--- config.mk ---
export PLATFORM = sky130hd
export DESIGN_NAME = robust_zscore_median_iqr_unit
export DESIGN_NICKNAME = d
export VERILOG_FILES = /design/src/sv/rzs_pkg.sv /design/src/sv/rzs_hist.sv /design/src/sv/rzs_div.sv /design/src/sv/robust_zscore_median_iqr_unit.sv
export SDC_FILE = /design/constraint.sdc
export NUM_CORES = 2
export LEC_CHECK = 0
export BUFFER_PORTS_ARGS = -buffer_cell sky130_fd_sc_hd__buf_2
export CAP_MARGIN = 5
export CELL_PAD_IN_SITES_DETAIL_PLACEMENT = 0
export CELL_PAD_IN_SITES_GLOBAL_PLACEMENT = 1
export CORE_ASPECT_RATIO = 1.2
export CORE_MARGIN = 2
export CORE_UTILIZATION = 48
export CTS_BUF_LIST = sky130_fd_sc_hd__clkbuf_16
export DETAILED_ROUTE_END_ITERATION = 12
export PLACE_DENSITY = 0.73
export SLEW_MARGIN = 20
export SYNTH_ARGS = -nofsm -noshare
export SYNTH_HDL_FRONTEND = slang
export SYNTH_HIERARCHICAL = 1
export SYNTH_SLANG_ARGS = --single-unit
--- constraint.sdc ---
create_clock -name clk -period 9 [get_ports clk]
set_clock_uncertainty 0.15 [all_clocks]
set_input_delay 1.8 -clock clk [delete_from_list [all_inputs] [get_ports clk]]
set_output_delay 1.8 -clock clk [all_outputs]
set_load 0.005 [all_outputs]
--- src/sv/rzs_pkg.sv ---
// ----------------------------------------------------------------------------
// rzs_pkg
// Types, codes and helpers shared by the robust z-score unit.
// ----------------------------------------------------------------------------
package rzs_pkg;

  localparam int SAMPLE_W = 32;
  localparam int FLOOR_W  = 17;
  localparam int PCT_W    = 35;
  localparam int DVS_W    = 36;
  localparam int NUM_W    = 52;

  localparam logic [1:0] KIND_CLEAR  = 2'd0;
  localparam logic [1:0] KIND_APPEND = 2'd1;
  localparam logic [1:0] KIND_EVAL   = 2'd2;

  localparam logic [31:0] Z_MAX = 32'h7FFF_FFFF;
  localparam logic [31:0] Z_MIN = 32'h8000_0000;

  typedef struct packed {
    logic [1:0]          kind;
    logic signed [31:0]  sample_value;
  } rzs_in_t;

  typedef struct packed {
    logic signed [31:0]  zscore;
    logic                saturated;
    logic                history_empty;
  } rzs_out_t;

  typedef struct packed {
    logic clear;
    logic append;
  } hist_cmd_t;

  typedef enum logic [3:0] {
    ST_IDLE,
    ST_KEY,
    ST_KEYW,
    ST_SCAN,
    ST_DRAIN,
    ST_RANK,
    ST_PCT,
    ST_PREP,
    ST_START,
    ST_DIV,
    ST_OUT
  } rzs_state_t;

  // Percentile in quarter units: a*(4-f) + b*f
  function automatic logic signed [PCT_W-1:0] pct4(input logic signed [31:0] a,
                                                   input logic signed [31:0] b,
                                                   input logic [1:0] f);
    logic signed [PCT_W-1:0] ea;
    logic signed [PCT_W-1:0] eb;
    logic signed [PCT_W-1:0] r;
    ea = PCT_W'(a);
    eb = PCT_W'(b);
    case (f)
      2'd0:    r = ea <<< 2;
      2'd1:    r = (ea <<< 1) + ea + eb;
      2'd2:    r = (ea <<< 1) + (eb <<< 1);
      default: r = ea + (eb <<< 1) + eb;
    endcase
    return r;
  endfunction

endpackage

--- src/sv/rzs_hist.sv ---
// ----------------------------------------------------------------------------
// rzs_hist
// History window: sample memory, fill count and oldest pointer.
// ----------------------------------------------------------------------------
module rzs_hist #(
  parameter int HISTORY_DEPTH = 16
) (
  input  logic                                clk,
  input  logic                                rst_n,
  input  rzs_pkg::hist_cmd_t                  cmd,
  input  logic signed [31:0]                  wdata,
  input  logic [$clog2(HISTORY_DEPTH)-1:0]    raddr,
  output logic signed [31:0]                  rdata,
  output logic [$clog2(HISTORY_DEPTH+1)-1:0]  count
);
  import rzs_pkg::*;

  localparam int AW = $clog2(HISTORY_DEPTH);
  localparam int CW = $clog2(HISTORY_DEPTH + 1);

  logic signed [31:0] mem [HISTORY_DEPTH];
  logic [CW-1:0]      count_r, count_nxt;
  logic [AW-1:0]      ptr_r, ptr_nxt;
  logic [AW-1:0]      waddr;
  logic [CW:0]        sum;
  logic               full;

  assign full = (count_r == CW'(HISTORY_DEPTH));
  assign sum  = (CW+1)'(ptr_r) + (CW+1)'(count_r);

  always_comb begin
    count_nxt = count_r;
    ptr_nxt   = ptr_r;
    if (sum >= (CW+1)'(HISTORY_DEPTH)) begin
      waddr = AW'(sum - (CW+1)'(HISTORY_DEPTH));
    end else begin
      waddr = AW'(sum);
    end
    if (full) begin
      waddr = ptr_r;
    end
    if (cmd.clear) begin
      count_nxt = '0;
      ptr_nxt   = '0;
    end else if (cmd.append) begin
      if (full) begin
        ptr_nxt = (ptr_r == AW'(HISTORY_DEPTH - 1)) ? '0 : ptr_r + 1'b1;
      end else begin
        count_nxt = count_r + 1'b1;
      end
    end
  end

  always_ff @(posedge clk) begin
    if (!rst_n) begin
      count_r <= '0;
      ptr_r   <= '0;
    end else begin
      count_r <= count_nxt;
      ptr_r   <= ptr_nxt;
    end
  end

  always_ff @(posedge clk) begin
    if (cmd.append) begin
      mem[waddr] <= wdata;
    end
    rdata <= mem[raddr];
  end

  assign count = count_r;

endmodule

--- src/sv/rzs_div.sv ---
// ----------------------------------------------------------------------------
// rzs_div
// Restoring unsigned divider, one quotient bit per cycle.
// ----------------------------------------------------------------------------
module rzs_div (
  input  logic                        clk,
  input  logic                        rst_n,
  input  logic                        start,
  input  logic [rzs_pkg::NUM_W-1:0]   dividend,
  input  logic [rzs_pkg::DVS_W-1:0]   divisor,
  output logic [rzs_pkg::NUM_W-1:0]   quotient,
  output logic                        done
);
  import rzs_pkg::*;

  localparam int CNT_W = $clog2(NUM_W + 1);

  logic [NUM_W-1:0] dvd_r;
  logic [DVS_W:0]   rem_r;
  logic [DVS_W-1:0] dvs_r;
  logic [CNT_W-1:0] cnt_r;
  logic             busy_r;
  logic             done_r;
  logic [DVS_W:0]   rem_sh;
  logic             qbit;

  assign rem_sh = {rem_r[DVS_W-1:0], dvd_r[NUM_W-1]};
  assign qbit   = (rem_sh >= {1'b0, dvs_r});

  always_ff @(posedge clk) begin
    if (!rst_n) begin
      busy_r <= 1'b0;
      done_r <= 1'b0;
      cnt_r  <= '0;
    end else begin
      done_r <= 1'b0;
      if (start) begin
        busy_r <= 1'b1;
        cnt_r  <= CNT_W'(NUM_W);
      end else if (busy_r) begin
        cnt_r <= cnt_r - 1'b1;
        if (cnt_r == CNT_W'(1)) begin
          busy_r <= 1'b0;
          done_r <= 1'b1;
        end
      end
    end
  end

  always_ff @(posedge clk) begin
    if (start) begin
      dvd_r <= dividend;
      dvs_r <= divisor;
      rem_r <= '0;
    end else if (busy_r) begin
      rem_r <= qbit ? rem_sh - {1'b0, dvs_r} : rem_sh;
      dvd_r <= {dvd_r[NUM_W-2:0], qbit};
    end
  end

  assign quotient = dvd_r;
  assign done     = done_r;

endmodule

--- src/sv/robust_zscore_median_iqr_unit.sv ---
// ----------------------------------------------------------------------------
// robust_zscore_median_iqr_unit
// Robust z-score of a value against a sliding window of Q16.16 samples.
// ----------------------------------------------------------------------------
// Clear and append transactions leave the unit in idle. An evaluate transaction
// ranks each sample in the window with one shared comparator that sweeps the
// window memory through its single read port, then a one-bit-per-cycle divider
// forms the 52-bit quotient. An evaluate on an empty window skips the ranking
// and the divide and goes straight to the output state.
// in_stall stays high for the whole evaluation; one result is returned per
// evaluate transaction, none for the others.
module robust_zscore_median_iqr_unit #(
  parameter int HISTORY_DEPTH = 16
) (
  input  logic                  clk,
  input  logic                  rst_n,
  input  logic                  in_valid,
  output logic                  in_stall,
  input  rzs_pkg::rzs_in_t      in_data,
  output logic                  out_valid,
  input  logic                  out_stall,
  output rzs_pkg::rzs_out_t     out_data,
  input  logic                  cfg_valid,
  output logic                  cfg_ready,
  input  logic [16:0]           cfg_data
);
  import rzs_pkg::*;

  localparam int AW = $clog2(HISTORY_DEPTH);
  localparam int CW = $clog2(HISTORY_DEPTH + 1);
  localparam int PW = CW + 2;

  rzs_state_t state_r, state_nxt;

  logic [FLOOR_W-1:0]     floor_r;
  hist_cmd_t              cmd;
  logic signed [31:0]     rd;
  logic [CW-1:0]          count;
  logic [AW-1:0]          raddr;
  logic                   in_acc;
  logic                   div_start;
  logic                   div_done;
  logic [NUM_W-1:0]       quo;

  logic [CW-1:0]          n_m1_r, i_r, j_r, rank_r;
  logic [AW-1:0]          cmp_j_r;
  logic                   cmp_v_r;
  logic signed [31:0]     key_r, cur_r;
  logic [CW-1:0]          lo_r [3];
  logic [CW-1:0]          hi_r [3];
  logic [1:0]             f_r  [3];
  logic signed [31:0]     tlo_r [3];
  logic signed [31:0]     thi_r [3];
  logic signed [PCT_W-1:0] q1_r, med_r, q3_r;
  logic [DVS_W-1:0]       dvs_r;
  logic [NUM_W-1:0]       num_r;
  logic                   neg_r;
  rzs_out_t               res_r;
  logic                   out_valid_r;
  rzs_out_t               out_r;
  logic                   out_free;

  logic [PW-1:0]          pos [3];
  logic signed [DVS_W-1:0] iqr;
  logic [DVS_W-1:0]       fl4;
  logic signed [DVS_W-1:0] diff;
  logic [DVS_W-1:0]       mag;
  logic                   sat_pos, sat_neg;

  assign in_acc   = in_valid && !in_stall;
  assign out_free = !out_valid_r || !out_stall;
  assign cfg_ready = 1'b1;

  always_ff @(posedge clk) begin
    if (!rst_n) begin
      floor_r <= FLOOR_W'(1);
    end else if (cfg_valid && cfg_ready) begin
      floor_r <= cfg_data;
    end
  end

  assign cmd.clear  = in_acc && (in_data.kind == KIND_CLEAR);
  assign cmd.append = in_acc && (in_data.kind == KIND_APPEND);

  rzs_hist #(.HISTORY_DEPTH(HISTORY_DEPTH)) u_hist (
    .clk   (clk),
    .rst_n (rst_n),
    .cmd   (cmd),
    .wdata (in_data.sample_value),
    .raddr (raddr),
    .rdata (rd),
    .count (count)
  );

  rzs_div u_div (
    .clk      (clk),
    .rst_n    (rst_n),
    .start    (div_start),
    .dividend (num_r),
    .divisor  (dvs_r),
    .quotient (quo),
    .done     (div_done)
  );

  // next state
  always_comb begin
    state_nxt = state_r;
    unique case (state_r)
      ST_IDLE: begin
        if (in_acc && in_data.kind == KIND_EVAL) begin
          state_nxt = (count == '0) ? ST_OUT : ST_KEY;
        end
      end
      ST_KEY:   state_nxt = ST_KEYW;
      ST_KEYW:  state_nxt = ST_SCAN;
      ST_SCAN:  state_nxt = (j_r == n_m1_r) ? ST_DRAIN : ST_SCAN;
      ST_DRAIN: state_nxt = ST_RANK;
      ST_RANK:  state_nxt = (i_r == n_m1_r) ? ST_PCT : ST_KEY;
      ST_PCT:   state_nxt = ST_PREP;
      ST_PREP:  state_nxt = ST_START;
      ST_START: state_nxt = ST_DIV;
      ST_DIV:   state_nxt = div_done ? ST_OUT : ST_DIV;
      ST_OUT:   state_nxt = out_free ? ST_IDLE : ST_OUT;
      default:  state_nxt = ST_IDLE;
    endcase
  end

  // state outputs
  always_comb begin
    in_stall  = 1'b1;
    div_start = 1'b0;
    raddr     = j_r[AW-1:0];
    unique case (state_r)
      ST_IDLE:  in_stall = 1'b0;
      ST_KEY:   raddr = i_r[AW-1:0];
      ST_START: div_start = 1'b1;
      default: begin
      end
    endcase
  end

  always_ff @(posedge clk) begin
    if (!rst_n) begin
      state_r     <= ST_IDLE;
      out_valid_r <= 1'b0;
      cmp_v_r     <= 1'b0;
    end else begin
      state_r <= state_nxt;
      cmp_v_r <= (state_r == ST_SCAN);
      if (state_r == ST_OUT && out_free) begin
        out_valid_r <= 1'b1;
      end else if (!out_stall) begin
        out_valid_r <= 1'b0;
      end
    end
  end

  always_comb begin
    for (int k = 0; k < 3; k++) begin
      pos[k] = PW'(n_m1_r) * PW'(k + 1);
    end
    iqr     = DVS_W'(q3_r) - DVS_W'(q1_r);
    fl4     = {(DVS_W-FLOOR_W-2)'(0), (floor_r == '0) ? FLOOR_W'(1) : floor_r, 2'b00};
    diff    = (DVS_W'(cur_r) <<< 2) - DVS_W'(med_r);
    mag     = diff[DVS_W-1] ? DVS_W'(-diff) : DVS_W'(diff);
    sat_pos = |quo[NUM_W-1:31];
    sat_neg = (|quo[NUM_W-1:32]) || (quo[31] && (|quo[30:0]));
  end

  // datapath
  always_ff @(posedge clk) begin
    if (state_r == ST_IDLE && in_acc) begin
      cur_r  <= in_data.sample_value;
      n_m1_r <= count - 1'b1;
      i_r    <= '0;
      res_r  <= '{zscore: '0, saturated: 1'b0, history_empty: 1'b1};
    end
    if (state_r == ST_KEY) begin
      for (int k = 0; k < 3; k++) begin
        lo_r[k] <= CW'(pos[k] >> 2);
        f_r[k]  <= pos[k][1:0];
        hi_r[k] <= (pos[k][1:0] != 2'd0) ? CW'(pos[k] >> 2) + 1'b1 : CW'(pos[k] >> 2);
      end
    end
    if (state_r == ST_KEYW) begin
      key_r  <= rd;
      j_r    <= '0;
      rank_r <= '0;
    end
    if (state_r == ST_SCAN) begin
      j_r     <= j_r + 1'b1;
      cmp_j_r <= j_r[AW-1:0];
    end
    if (cmp_v_r && ((rd < key_r) || (rd == key_r && cmp_j_r < i_r[AW-1:0]))) begin
      rank_r <= rank_r + 1'b1;
    end
    if (state_r == ST_RANK) begin
      i_r <= i_r + 1'b1;
      for (int k = 0; k < 3; k++) begin
        if (rank_r == lo_r[k]) tlo_r[k] <= key_r;
        if (rank_r == hi_r[k]) thi_r[k] <= key_r;
      end
    end
    if (state_r == ST_PCT) begin
      q1_r  <= pct4(tlo_r[0], thi_r[0], f_r[0]);
      med_r <= pct4(tlo_r[1], thi_r[1], f_r[1]);
      q3_r  <= pct4(tlo_r[2], thi_r[2], f_r[2]);
    end
    if (state_r == ST_PREP) begin
      dvs_r <= ($signed(iqr) < $signed(fl4)) ? fl4 : DVS_W'(iqr);
      num_r <= {mag, 16'h0000};
      neg_r <= diff[DVS_W-1];
    end
    if (state_r == ST_DIV && div_done) begin
      res_r.history_empty <= 1'b0;
      if (neg_r) begin
        res_r.saturated <= sat_neg;
        res_r.zscore    <= sat_neg ? Z_MIN : -quo[31:0];
      end else begin
        res_r.saturated <= sat_pos;
        res_r.zscore    <= sat_pos ? Z_MAX : quo[31:0];
      end
    end
    if (state_r == ST_OUT && out_free) begin
      out_r <= res_r;
    end
  end

  assign out_valid = out_valid_r;
  assign out_data  = out_r;

endmodule

---- Word-level counts from Yosys, hierarchy flattened ----
Memory sizes are Yosys's and may differ from the RTL's. A register that Yosys moved wholly into a read port is not among the register bits.
Index checks and enable logic that the tools add are counted.
storage, ports and cells
  bits in registers ....................... 498
  RAM bits ................................ 740
  input port bits ......................... 56
  output and inout port bits .............. 37
  logic and storage cells ................. 216
  memories kept ........................... 6
memories
  name        words  bits a word  rd ports  clocked after memory_dff  write ports  RTL line                             RTL
  u_hist.mem  16     32           1         1                         1            rzs_hist.sv:21                       logic signed [31:0] mem [HISTORY_DEPTH];
  thi_r       3      32           3         0                         3            robust_zscore_median_iqr_unit.sv:53  logic signed [31:0] thi_r [3];
  tlo_r       3      32           3         0                         3            robust_zscore_median_iqr_unit.sv:52  logic signed [31:0] tlo_r [3];
  hi_r        3      5            3         0                         3            robust_zscore_median_iqr_unit.sv:50  logic [CW-1:0] hi_r [3];
  lo_r        3      5            3         0                         3            robust_zscore_median_iqr_unit.sv:49  logic [CW-1:0] lo_r [3];
  f_r         3      2            3         0                         3            robust_zscore_median_iqr_unit.sv:51  logic [1:0] f_r [3];
operators by class
  add/sub/neg operators ................... 32
  multipliers ............................. 1
  $lt $le $gt $ge ......................... 5
  eq/ne operators ......................... 32
  multiplexer cells ....................... 65
  bitwise operators ....................... 3
  reductions and logical operators ........ 37
operators by type and width
  operator                                                        count
  35-bit one-hot mux with 3 select lines                          3
  34-bit by 32-bit adder with 35-bit output                       6
  52-bit 2-to-1 mux                                               2
  32-bit by 33-bit adder with 34-bit output                       3
  33-bit by 32-bit adder with 34-bit output                       3
  33-bit by 33-bit adder with 34-bit output                       3
  34-bit 2-to-1 mux                                               2
  32-bit 2-to-1 mux                                               2
  4-bit one-hot mux with 11 select lines                          1
  5-bit equality test                                             8
  37-bit by 36-bit greater-or-equal comparator with 1-bit output  1
  36-bit by 20-bit less-than comparator with 1-bit output         1
  36-bit 2-to-1 mux                                               1
  36-bit negator                                                  1
  34-bit by 35-bit subtractor with 36-bit output                  1
  35-bit by 35-bit subtractor with 36-bit output                  1
  36-bit subtractor                                               1
  35-bit 2-to-1 mux                                               1
  5-bit 2-to-1 mux                                                7
  33-bit 2-to-1 mux                                               1
  32-bit equality test                                            1
  32-bit less-than comparator                                     1
  4-bit 2-to-1 mux                                                8
  32-bit negator                                                  1
  41 further kinds                                                115

---- Depth between registers and ports, before layout ----
  depth in word-level cells ............... 6
  gate-level depth with buffers ........... 22
  depth with buffers taken out ............ 21

---- Hierarchy ----
The synthesis kept the hierarchy.
by module, submodules not included
  module                         instances  cells each  area each (um^2)  sequential area each (um^2)
  robust_zscore_median_iqr_unit  1          3798        41338.4           16876.2
  rzs_hist                       1          853         20751.2           16195.5
  rzs_div                        1          674         7298.2            3523.4

---- Worst setup path after synthesis ----
OpenSTA, ideal clock, no wires.
  path kind ............................... register -> register
  from .................................... register state_r[1]
  to ...................................... register med_r[10], enable pin
  data arrival time ....................... 7.697 ns
  data required time ...................... 8.157 ns
  slack ................................... 0.460 ns
  stages on the path, launching flop included .. 4
  path buffers ............................ 1
  cell sequence ........................... dfxtp_1 > clkbuf_1 > nand2_1 > nor3_1
between the ends
  word-level cells in the longest chain between the ends .. 1
ends and longest elaborated chain
  item                                            RTL line                              RTL
  start: declaration                              robust_zscore_median_iqr_unit.sv:33   rzs_state_t state_r, state_nxt;
  start signal: assignment                        robust_zscore_median_iqr_unit.sv:148  state_r <= state_nxt;
  4-bit by 3-bit equality test with 1-bit output  robust_zscore_median_iqr_unit.sv:204  if (state_r == ST_PCT) begin
  end signal: assignment                          robust_zscore_median_iqr_unit.sv:206  med_r <= pct4(tlo_r[1], thi_r[1], f_r[1]);
  end: declaration                                robust_zscore_median_iqr_unit.sv:54   logic signed [PCT_W-1:0] q1_r, med_r, q3_r;
Every way passes these cells.
A chain may end at the register's enable or synchronous reset.

==> results.ini <==
[grt]
grt_max_degree = 74
antenna_found_initial = 17
grt_overflow_total = 0
grt_pass1_wl_um = 260000
grt_usage = 0.231
use_met1 = 0.311
gr-usage-met3 = 0.0324
grt_pass1_vias = 43970
grt-busiest-layer = met2
met2_usage = 0.387

[timing]
min_period_ns = 5.67
timing.fmax_mhz = 177
fin_crit_sh = 0.630
whs_ns = 0.266
finalMaxSlewViolations = 0
worst_slew_pin_slew_ns = 1.07
hold_viol = 0
tns_ns = 0
rsz0062_at_grt = false
setup_ws_ns = 3.33
setup_viol = 0
slew_headroom = 0.288

[final_layout]
drive_above_1_share = 0.126
fillers = 12030
multiInputGateArea_mm2 = 0.0314
area.growth.synth_to_final_pct = 10.5
nNetsFinal = 6062
regArea_mm2 = 0.0366
final_area_mm2 = 0.0767

[worst_setup_path]
setup.worst_path.end = dvs_r[9]
max_stage_delay_ns = 0.94
worstSetupPathDepth = 18
crit_family = compound AO/OA/AOI/OAI gates
ff2ff_path_depth = 18
cp_slowest_cell = o31ai_4
worstPathArrival_ns = 6.03
cp-end-kind = flip-flop
reg2reg_slack_ns = 3.33
cp_cell_sequence = inv_1 > ha_1 > fa_1 > nor2b_1 > o31ai_1 > a32oi_1 > a21oi_1 > o21ai_0 > xor2_1 > ha_1 > a211oi_1 > nand2_1 > o221ai_1 > nand4_1 > nor3_1 > nand4_1 > o31ai_4 > mux2_2
cp_max_fo = 22
cp-start-kind = flip-flop
r2r_end = dvs_r[9]
crit_type = reg2reg
r2r_start = q3_r[0]
critPathBufInv = 1
required_ns = 9.36
crit_start = q3_r[0]

[synthesis]
ys_seq_area_frac = 0.527
synth.avg_cell_area_um2 = 13.0
synthArstFlopShare = 0
synth_top_cell_by_area = edfxtp_1
synthTopCellsByArea = edfxtp_1 (50%), ha_1 (7.2%), mux4_2 (5.9%)
ys_ff_latch = 1255
synth_top_area_share = 0.496
synth_edf_count = 1146
ys_types = 98
ys_warn_count = 6
ys.flop_type = edfxtp_1
synth_cells = 5325
syn_area_mm2 = 0.0694

[routing]
viasPerCell = 5.85
wl_per_cell_um = 22.5
first_pass_iters = 7
drt-total-wl_um = 169000
drtIter0Drc = 3505
ant_nets = 0
drcViolationCount = 0
via_count = 43840

[placed_design]
dp_hpwl_um = 120000
place_ws_ns = 3.28
dpl_cell_area_mm2 = 0.0724
port_buffers = 91
gp_congestion = 0.884

[cts]
cts_hold_buf = 0
cts_max_level = 4
clk_latency_ns = 0.80
post-cts-setup-buffers = 0
path_clk_slew_ns = 0.05
cts.sinks = 1255
cts_tree = yes
cts.path.max_buffers = 3
cts_resized = 0
cts_buffers = 134
cts_root_buf = clkbuf_16

[floorplan]
core_mm2 = 0.143
io_pins = 93
initial_utilization = 0.485
die_area_mm2 = 0.148
die_w_um = 351
rows = 152
die_y_um = 420

[pwr]
comb_power_share = 0.223
p_sw_frac = 0.301
peakVddDrop_v = 0.000249
p_clk_frac = 0.321
p_sw_mw = 5.05
seqPwrFrac = 0.457
p_per_area_mw_per_mm2 = 219
power_mw = 16.8
p_leak_nw = 28.0
p_int_mw = 11.7

[min_path]
hold_class = reg2reg

[job]
maxCapViolCount = 0

[outcome]
status = completed

[power groups by stage]
stage               registers (mW)  logic [mW]  clock network [mW]
floorplan                     7.47        2.90                   0
global placement              7.77        3.71                   0
finish                        7.66        3.73                5.38
CTS                           7.66        3.76                5.51
global route                  7.71        4.11                5.73
detailed placement            7.78        3.74                   0
[how the worst min path moves through the flow]
| stage | start | to | slack, ns | cells after the start |
|---|---|---|---|---|
| 4_1_cts | dvs_r[15] | u_div/dvs_r[15] | 0.27 | 0 |
| 3_5_place_dp | res_r[11] | out_data[11] | 0.25 | 0 |
| 6_report | res_r[21] | out_data[21] | 0.27 | 0 |
| 3_3_place_gp | dvs_r[19] | u_div/dvs_r[19] | 0.25 | 0 |
| 2_1_floorplan | res_r[10] | out_data[10] | 0.25 | 0 |
| 5_1_grt | dvs_r[0] | u_div/dvs_r[0] | 0.27 | 0 |
[layout by cell type, fill, tap and decap left out, types with 108 or more instances in the layout]
cell type	synthesis	routed
clkbuf_16	0	136
ha_1	402	402
a21oi_1	341	340
nand2_1	242	242
mux4_2	183	183
fa_1	136	136
a21o_1	169	169
xor2_1	135	135
o21ai_0	231	229
inv_1	276	293
edfxtp_1	1146	1146
xnor2_1	234	234
nor2_1	306	305
dfxtp_1	109	108
[cells in the mapped netlist, types with 28 or more instances]
| master | instances |
|---|---|
| edfxtp_1 | 1146 |
| ha_1 | 402 |
| a21oi_1 | 341 |
| nor2_1 | 306 |
| inv_1 | 276 |
| nand2_1 | 242 |
| xnor2_1 | 234 |
| o21ai_0 | 231 |
| mux4_2 | 183 |
| a21o_1 | 169 |
| fa_1 | 136 |
| xor2_1 | 135 |
| clkbuf_1 | 112 |
| dfxtp_1 | 109 |
| mux2_2 | 100 |
| nor3_1 | 94 |
| nand3_1 | 85 |
| a211oi_1 | 83 |
| nor2b_1 | 73 |
| nand4_1 | 60 |
| o21bai_1 | 55 |
| mux2i_1 | 54 |
| a31oi_1 | 52 |
| o21a_1 | 52 |
| nand2b_1 | 51 |
| o211ai_1 | 36 |
| and3_1 | 35 |
| or3_1 | 33 |
| and2_1 | 29 |
| nor3b_1 | 28 |
[routing by layer]
| layer | up-vias | share of wire |
|---|---|---|
| met5 | - | 0.00065 |
| met4 | 18 | 0.028 |
| met3 | 243 | 0.047 |
| met2 | 1002 | 0.48 |
| met1 | 21920 | 0.44 |
| li1 | 20657 | - |
[state kept, by name, summed over array words and instances (netlist names), 8 cells and up]
name            cells
u_hist/mem        512
thi_r              96
tlo_r              96
u_div/quotient     52
dvs_r              36
u_div/dvs_r        36
u_div/rem_r        36
num_r              35
q1_r               35
q3_r               35
out_data           34
res_r              34
med_r              33
cur_r              32
key_r              32
u_hist/rdata       32
floor_r            17
hi_r               14
lo_r                8
[area by class of cell]
| type | instances | area share |
|---|---|---|
| Sequential cell | 1255 | 0.477 |
| Timing Repair Buffer | 151 | 0.0118 |
| Clock inverter | 105 | 0.0118 |
| Inverter | 279 | 0.0137 |
| Antenna cell | 1 | 0.0000326 |
| Clock buffer | 136 | 0.0444 |
| Tap cell | 1925 | 0.0314 |
| Multi-Input combinational cell | 3647 | 0.410 |
[metrics by stage]
stage / util / cells
global route: 0.535 / 7498
CTS: 0.535 / 7498
detailed placement: 0.505 / 7257
finish: 0.535 / 7499
global placement: 0.505 / 7257
floorplan: - / 5343
[cells by family after synthesis]
| logic type | count (synthesis) | synth area share |
|---|---|---|
| flops | 1255 | 0.527 |
| compound gates | 1225 | 0.114 |
| simple gates | 1139 | 0.0833 |
| fa+ha+maj | 538 | 0.112 |
| buf+inv | 441 | 0.0260 |
| xor+xnor | 369 | 0.0466 |
| mux | 356 | 0.0906 |
| other cells | 2 | 0.000108 |
(Power assumes the default switching activity.)
